### src/tks_pkg.sv
// shared types and constants of the top-k selector
package tks_pkg;

    localparam int MAX_K_DEF = 16;
    localparam int VALUE_W   = 32;
    localparam int RANK_W    = 4;
    localparam int COUNT_W   = 5;
    localparam int ADDR_W    = 3;
    localparam int APB_W     = 32;

    // register byte addresses
    localparam logic [ADDR_W-1:0] ADDR_TOP_COUNT = 3'd0;
    localparam logic [COUNT_W-1:0] TOP_COUNT_RST = 5'd16;

    // operation applied to every cell in a cycle
    typedef enum logic [1:0] {
        OP_HOLD,
        OP_INSERT,
        OP_SHIFT
    } tks_op_t;

    // controller states
    typedef enum logic {
        ST_FILL,
        ST_DRAIN
    } tks_state_t;

    // what a cell shows its neighbors
    typedef struct packed {
        logic                      valid;
        logic                      keep;
        logic signed [VALUE_W-1:0] value;
    } tks_link_t;

endpackage

### src/tks_cell.sv
// one cell of the sorted insertion chain
module tks_cell (
    input  logic                              clk,
    input  logic                              rst_n,
    input  tks_pkg::tks_op_t                  op,
    input  logic                              enabled,
    input  logic signed [tks_pkg::VALUE_W-1:0] item_value,
    input  tks_pkg::tks_link_t                left_link,
    input  tks_pkg::tks_link_t                right_link,
    output tks_pkg::tks_link_t                link
);

    logic                               valid_reg;
    logic                               valid_next;
    logic signed [tks_pkg::VALUE_W-1:0] value_reg;
    logic signed [tks_pkg::VALUE_W-1:0] value_next;
    logic                               valid_eff;
    logic                               keep;

    // entries at or beyond the active count drop out
    assign valid_eff = valid_reg & enabled;
    assign keep      = valid_eff && (value_reg >= item_value);

    assign link.valid = valid_eff;
    assign link.keep  = keep;
    assign link.value = value_reg;

    // insert: keep, take the new value, or take the left neighbor's; shift: take the right neighbor's; else hold
    always_comb
    begin
        valid_next = valid_reg;
        value_next = value_reg;
        case (op)
            tks_pkg::OP_INSERT:
            begin
                valid_next = enabled && (valid_eff || left_link.valid);
                if (keep)
                begin
                    value_next = value_reg;
                end
                else if (left_link.keep)
                begin
                    value_next = item_value;
                end
                else
                begin
                    value_next = left_link.value;
                end
            end
            tks_pkg::OP_SHIFT:
            begin
                valid_next = right_link.valid;
                value_next = right_link.value;
            end
            default:
            begin
                valid_next = valid_reg;
                value_next = value_reg;
            end
        endcase
    end

    // occupancy flag
    always_ff @(posedge clk or negedge rst_n)
    begin
        if (!rst_n)
        begin
            valid_reg <= 1'b0;
        end
        else
        begin
            valid_reg <= valid_next;
        end
    end

    // held value
    always_ff @(posedge clk)
    begin
        value_reg <= value_next;
    end

endmodule

### src/tks_ctrl.sv
// fill/drain sequencer and output register of the top-k selector
module tks_ctrl (
    input  logic                              clk,
    input  logic                              rst_n,
    input  logic                              s_tvalid,
    output logic                              s_tready,
    input  logic                              s_tlast,
    output logic                              m_tvalid,
    input  logic                              m_tready,
    output logic [39:0]                       m_tdata,
    output logic                              m_tlast,
    input  tks_pkg::tks_link_t                head_link,
    input  logic                              more_after_head,
    output tks_pkg::tks_op_t                  op
);

    tks_pkg::tks_state_t                state_reg;
    tks_pkg::tks_state_t                state_next;
    logic [tks_pkg::RANK_W-1:0]         rank_reg;
    logic [tks_pkg::RANK_W-1:0]         rank_next;
    logic                               out_valid_reg;
    logic                               out_valid_next;
    logic signed [tks_pkg::VALUE_W-1:0] out_value_reg;
    logic [tks_pkg::RANK_W-1:0]         out_rank_reg;
    logic                               out_last_reg;
    logic                               load;

    // output register is free or being emptied this cycle
    assign load = !out_valid_reg || m_tready;

    // next state and cell operation
    always_comb
    begin
        state_next     = state_reg;
        rank_next      = rank_reg;
        op             = tks_pkg::OP_HOLD;
        s_tready       = 1'b0;
        out_valid_next = out_valid_reg && !m_tready;
        case (state_reg)
            tks_pkg::ST_FILL:
            begin
                s_tready = 1'b1;
                if (s_tvalid)
                begin
                    op = tks_pkg::OP_INSERT;
                    if (s_tlast)
                    begin
                        state_next = tks_pkg::ST_DRAIN;
                    end
                end
            end
            tks_pkg::ST_DRAIN:
            begin
                if (load)
                begin
                    op             = tks_pkg::OP_SHIFT;
                    out_valid_next = 1'b1;
                    rank_next      = rank_reg + 1'b1;
                    if (!more_after_head)
                    begin
                        state_next = tks_pkg::ST_FILL;
                        rank_next  = '0;
                    end
                end
            end
            default:
            begin
                state_next = tks_pkg::ST_FILL;
            end
        endcase
    end

    // control registers
    always_ff @(posedge clk or negedge rst_n)
    begin
        if (!rst_n)
        begin
            state_reg     <= tks_pkg::ST_FILL;
            rank_reg      <= '0;
            out_valid_reg <= 1'b0;
        end
        else
        begin
            state_reg     <= state_next;
            rank_reg      <= rank_next;
            out_valid_reg <= out_valid_next;
        end
    end

    // result payload taken from the head cell
    always_ff @(posedge clk)
    begin
        if (state_reg == tks_pkg::ST_DRAIN && load)
        begin
            out_value_reg <= head_link.value;
            out_rank_reg  <= rank_reg;
            out_last_reg  <= !more_after_head;
        end
    end

    assign m_tvalid = out_valid_reg;
    assign m_tdata  = {4'b0000, out_rank_reg, out_value_reg};
    assign m_tlast  = out_last_reg;

endmodule

### src/top_k_selector.sv
// top level of the streaming top-k selector
// Keeps the top_count largest signed 32-bit values of a set and emits them
// largest first when the set ends.
// Input channel s_*: one value per item in s_tdata, s_tlast marks the set's end.
// Output channel m_*: value and rank (0 is largest) in m_tdata, m_tlast on the
// final result of the set.
// APB port: register top_count at byte address 0 (0 acts as 1, above MAX_K
// acts as MAX_K); write it only while the block is idle.
// Throughput: one input item per cycle while a set streams in; every value
// enters a row of MAX_K compare-and-shift cells at the edge that accepts it.
// On the last item the controller turns to drain and loads the head value into
// the output register, then one result per cycle while m_tready is high, as
// the cells shift toward the head. s_tready stays low from the last item until
// the final result is loaded; a stalled receiver holds the drain and the cells.
// Reset empties all cells, clears the output and sets top_count to 16.
module top_k_selector #(
    parameter int MAX_K = tks_pkg::MAX_K_DEF
) (
    input  logic                       clk,
    input  logic                       rst_n,
    // slave side: tdata = value[31:0]
    input  logic                       s_tvalid,
    output logic                       s_tready,
    input  logic [31:0]                s_tdata,
    input  logic                       s_tlast,
    // master side: tdata = value_res[31:0], rank[35:32], zero pad [39:36]
    output logic                       m_tvalid,
    input  logic                       m_tready,
    output logic [39:0]                m_tdata,
    output logic                       m_tlast,
    // configuration
    input  logic                       psel,
    input  logic                       penable,
    input  logic                       pwrite,
    input  logic [tks_pkg::ADDR_W-1:0] paddr,
    input  logic [tks_pkg::APB_W-1:0]  pwdata,
    output logic [tks_pkg::APB_W-1:0]  prdata,
    output logic                       pready
);

    localparam int KW    = $clog2(MAX_K + 1);
    localparam int CMP_W = (KW > tks_pkg::COUNT_W) ? KW : tks_pkg::COUNT_W;

    logic [tks_pkg::COUNT_W-1:0]        top_count_reg;
    logic [CMP_W-1:0]                   tc_wide;
    logic [KW-1:0]                      k_eff;
    logic signed [tks_pkg::VALUE_W-1:0] item_value;
    tks_pkg::tks_op_t                   op;
    tks_pkg::tks_link_t                 links [MAX_K+1];
    tks_pkg::tks_link_t                 left_bound;
    logic                               more_after_head;

    // register write and read
    assign pready = 1'b1;

    always_ff @(posedge clk or negedge rst_n)
    begin
        if (!rst_n)
        begin
            top_count_reg <= tks_pkg::TOP_COUNT_RST;
        end
        else if (psel && penable && pwrite && pready &&
                 paddr[2] == tks_pkg::ADDR_TOP_COUNT[2])
        begin
            top_count_reg <= pwdata[tks_pkg::COUNT_W-1:0];
        end
    end

    assign prdata = (paddr[2] == tks_pkg::ADDR_TOP_COUNT[2]) ?
                    {{(tks_pkg::APB_W-tks_pkg::COUNT_W){1'b0}}, top_count_reg} : '0;

    // effective count, clamped to 1..MAX_K
    assign tc_wide = CMP_W'(top_count_reg);

    always_comb
    begin
        if (top_count_reg == '0)
        begin
            k_eff = KW'(1);
        end
        else if (tc_wide > CMP_W'(MAX_K))
        begin
            k_eff = KW'(MAX_K);
        end
        else
        begin
            k_eff = KW'(tc_wide);
        end
    end

    assign item_value = s_tdata;

    // virtual cell ahead of the head that keeps everything
    assign left_bound = '{valid: 1'b1, keep: 1'b1, value: '0};
    // nothing beyond the tail
    assign links[MAX_K] = '{valid: 1'b0, keep: 1'b0, value: '0};

    // row of cells, head is index 0
    for (genvar i = 0; i < MAX_K; i++)
    begin : g_cell
        if (i == 0)
        begin : g_head
            tks_cell u_cell (
                .clk        (clk),
                .rst_n      (rst_n),
                .op         (op),
                .enabled    (KW'(i) < k_eff),
                .item_value (item_value),
                .left_link  (left_bound),
                .right_link (links[i+1]),
                .link       (links[i])
            );
        end
        else
        begin : g_body
            tks_cell u_cell (
                .clk        (clk),
                .rst_n      (rst_n),
                .op         (op),
                .enabled    (KW'(i) < k_eff),
                .item_value (item_value),
                .left_link  (links[i-1]),
                .right_link (links[i+1]),
                .link       (links[i])
            );
        end
    end

    assign more_after_head = links[1].valid;

    // sequencer and output stage
    tks_ctrl u_ctrl (
        .clk             (clk),
        .rst_n           (rst_n),
        .s_tvalid        (s_tvalid),
        .s_tready        (s_tready),
        .s_tlast         (s_tlast),
        .m_tvalid        (m_tvalid),
        .m_tready        (m_tready),
        .m_tdata         (m_tdata),
        .m_tlast         (m_tlast),
        .head_link       (links[0]),
        .more_after_head (more_after_head),
        .op              (op)
    );

endmodule

### config.mk
export PLATFORM = sky130hd
export DESIGN_NAME = top_k_selector
export DESIGN_NICKNAME = d
export VERILOG_FILES = /design/src/tks_pkg.sv /design/src/tks_cell.sv /design/src/tks_ctrl.sv /design/src/top_k_selector.sv
export SDC_FILE = /design/constraint.sdc
export NUM_CORES = 2
export LEC_CHECK = 0
export BUFFER_PORTS_ARGS = -buffer_cell sky130_fd_sc_hd__buf_2
export CAP_MARGIN = 20
export CORE_UTILIZATION = 40
export CTS_CLUSTER_DIAMETER = 30
export DETAILED_ROUTE_END_ITERATION = 10
export PLACE_DENSITY_LB_ADDON = 0.08
export SLEW_MARGIN = 20
export SYNTH_ARGS = -nofsm -noshare
export SYNTH_HDL_FRONTEND = slang
export SYNTH_SLANG_ARGS = --single-unit
### constraint.sdc
create_clock -name clk -period 6.1 [get_ports clk]
set_input_delay 0.305 -clock clk [delete_from_list [all_inputs] [get_ports clk]]
set_output_delay 0.305 -clock clk [all_outputs]
set_load 0.05 [all_outputs]
==> flow_summary.json <==
{
  "run_status": "finished clean",
  "cts-hold-fix-buffers": 8,
  "drive_gt1_share_pct": 12.36,
  "synth.ff_latch_count": 576,
  "gp_congestion": 0.8670,
  "ys_async_sr_fraction_pct": 4.688,
  "global_route_track_usage_on_met3_pct": 4.419,
  "portion_of_synthesized_cell_area_occupied_by_the_leading_cell_type_pct": 42.86,
  "post-synth-top-count-cell": "sky130_fd_sc_hd__edfxtp_1",
  "antenna_cells_inserted": 0,
  "detailroute.via_count": 31770,
  "slew_violations": 0,
  "setup-violations-final": 0,
  "per_cell_via_count_in_the_routed_design": 6.121,
  "worstSetupStartpointType": "flip-flop",
  "ys_top_cells_by_area": "sky130_fd_sc_hd__edfxtp_1, sky130_fd_sc_hd__ha_1, sky130_fd_sc_hd__a221o_1",
  "globalRoute.totalOverflow": 0,
  "unrepaired_setup_endpoints_after_global_routing": "false",
  "power.static_leakage_nw": 18.98,
  "fmax_ghz": 0.2490,
  "die_y_um": 312.1,
  "syn-mean-instance-area_um2": 10.50,
  "antenna_found_initial": 1,
  "clock_tree.buffer_depth": 3,
  "grtUsageTotal_pct": 25.57,
  "cts.repair_timing.setup_buffer_count": 0,
  "cts_made_buffers": 173,
  "drcViolationCount": 0,
  "groute.layer.met2.usage_pct": 40.13,
  "grt_start_max_net_pins": 125,
  "yosysWarningCount": 0,
  "worstSetupEndpointType": "flip-flop",
  "design.die.area_mm2": 0.09741,
  "critPathRequiredTime_ns": 6.50,
  "boundaryPins": 151,
  "drt-total-wl_mm": 126.3,
  "timing.setup.critical_path_class": "reg -> reg",
  "portBuffers": 89,
  "grt-busiest-layer": "met2",
  "ctsRootBufferMaster": "sky130_fd_sc_hd__clkbuf_16",
  "final.min_clock_period_ns": 4.016,
  "clkSinkCount": 576,
  "final_ws_setup_ns": 2.084,
  "fin_skew_ns": 0.02844,
  "cts_htree_levels": 4,
  "period_share_pct": 65.84,
  "avgRoutedWirePerCell_um": 24.34,
  "min_path_type": "in -> reg",
  "cts-resized-gates": 0,
  "critical_path_arrival_ns": 4.41,
  "tritoncts_clock_tree": "done",
  "synth_cell_type_count": 84,
  "area_delta_synth_final_pct": 20.10,
  "die_width_um": 312.1,
  "cts.reportedPaths.clkPinSlew_ns": 0.04,
  "insertion_delay_ns": 0.75,
  "grt_pass1_wl_mm": 193.9,
  "synth.yosys.seq_area_share_pct": 44.62,
  "dominantRegCellSynth": "sky130_fd_sc_hd__edfxtp_1",
  "row_count": 113,
  "largest_register_ff_count": 480,
  "post_synth_most_frequent_cells": "sky130_fd_sc_hd__edfxtp_1, sky130_fd_sc_hd__ha_1, sky130_fd_sc_hd__nand2_1",
  "tightest_slew_ns": 1.103,
  "totalPowerFinal_w": 0.03096,
  "dp_hpwl_mm": 91.83,
  "setup-tns-final_ns": 0,
  "drv.max_cap_violation_count": 0,
  "syn-cell-area_mm2": 0.03846,
  "synthesis.instances": 3665,
  "max_slew_margin_pct": 25.33,
  "hold_viol_final": 0,
  "initial_core_util_pct": 40.42,
  "largest_area_contributor_in_the_netlist": "sky130_fd_sc_hd__edfxtp_1",
  "worst_slack_placed_ns": 1.566,
  "vias_in_the_first_global_route": 32400,
  "p_per_area_mw_per_mm2": 670.3,
  "max-vdd-ir-drop_v": 0.0003226,
  "total_core_area_mm2": 0.09515,
  "fin_worst_hold_slack_ns": 0.08508,
  "crit_fanout": 20,
  "detailedRoute.firstPassIterationCount": 6,
  "grt.met1_usage_pct": 35.36,
  "detailedRoute.firstIterationViolations": 2975,
  "synth-edff-count": 549,
  "ant_nets": 0,
  "layout.nets": 4372
}
==> path summary, 6_finish.rpt <==
| kind | cells past startpoint | start | endpoint | slack [ns] |
|---|---|---|---|---|
| min in group asynchronous | 2 | rst_n | u_ctrl.rank_reg[1]$_DFFE_PN0P_ | 0.19 |
| min reg2reg | 0 | g_cell[0].g_head.u_cell.value_reg[18]$_DFFE_PP_ | u_ctrl.out_value_reg[18]$_DFFE_PP_ | 0.49 |
| max reg2reg | 9 | g_cell[15].g_body.u_cell.value_reg[31]$_SDFFCE_PP0P_ | g_cell[15].g_body.u_cell.value_reg[5]$_SDFFCE_PP0P_ | 2.08 |
| max | 9 | g_cell[15].g_body.u_cell.value_reg[31]$_SDFFCE_PP0P_ | g_cell[15].g_body.u_cell.value_reg[5]$_SDFFCE_PP0P_ | 2.08 |
| min | 3 | pwrite | tc_wide[3]$_DFFE_PN0P_ | 0.09 |
| max in group asynchronous | 2 | rst_n | g_cell[0].g_head.u_cell.valid_reg$_DFFE_PN0P_ | 5.39 |
==> placed cells by master, fill, tap and decap left out, drive strengths merged, types with 134 or more instances in the layout <==
cell / n
a21oi: 383
inv: 163
nand2: 497
o211ai: 134
edfxtp: 549
nor2: 138
buf: 170
a221o: 226
clkbuf: 217
nand3: 170
ha: 513
==> power by group <==
group          switching (W)  leakage (nW)  internal (W)
sequential           0.00204          5.79       0.00787
clock                0.00267          2.89       0.00652
combinational        0.00755          10.3       0.00431
==> cell families (layout without fill, tap and decap cells) <==
group / Yosys count / after routing / synth area share, %
buf+inv: 419 / 649 / 4.983
fa+ha+maj: 513 / 513 / 16.69
xor+xnor: 2 / 2 / 0.04555
simple gates: 1011 / 1011 / 12.01
mux: 44 / 44 / 1.194
flops: 576 / 576 / 44.62
compound gates: 1098 / 1098 / 20.44
other cells: 2 / 32 / 0.01952
==> layout make-up <==
class,instances,area [um^2]
fillers,8633,48960
flip-flops and latches,576,17160
multi-input cells,2700,19720
inverters,155,589.3
clock buffers,217,4636
well taps,1265,1583
clock inverters,99,1324
repair buffers,178,1184
==> routing by layer <==
layer  vias to the layer above  share of wire, %
li1                      14650                 -
met1                     15650                45
met2                      1213                46
met3                       261               6.3
met4                         0               2.7
met5                         -                 0
==> stage by stage <==
| stage | util [%] | instance area (um^2) | std cells |
|---|---|---|---|
| global placement | 42.19 | 40140 | 4866 |
| CTS | 48.54 | 46180 | 5190 |
| global route | 48.55 | 46200 | 5190 |
| detailed placement | 42.19 | 40140 | 4866 |
| floorplan | - | 38580 | 3695 |
| finish | 48.55 | 46200 | 5190 |
==> worst max-delay path: stages, from the launching register on <==
cell                       delay (ns)
sky130_fd_sc_hd__edfxtp_1        0.41
sky130_fd_sc_hd__ha_1            0.42
sky130_fd_sc_hd__nand4_1         0.20
sky130_fd_sc_hd__or2_2           0.40
sky130_fd_sc_hd__nor3_1          0.42
sky130_fd_sc_hd__o21ai_0         0.16
sky130_fd_sc_hd__a21oi_1         0.42
sky130_fd_sc_hd__o21ai_0         0.18
sky130_fd_sc_hd__nand3_1         0.59
sky130_fd_sc_hd__buf_4           0.45
Note: power is estimated with default switching activity, not from simulation.
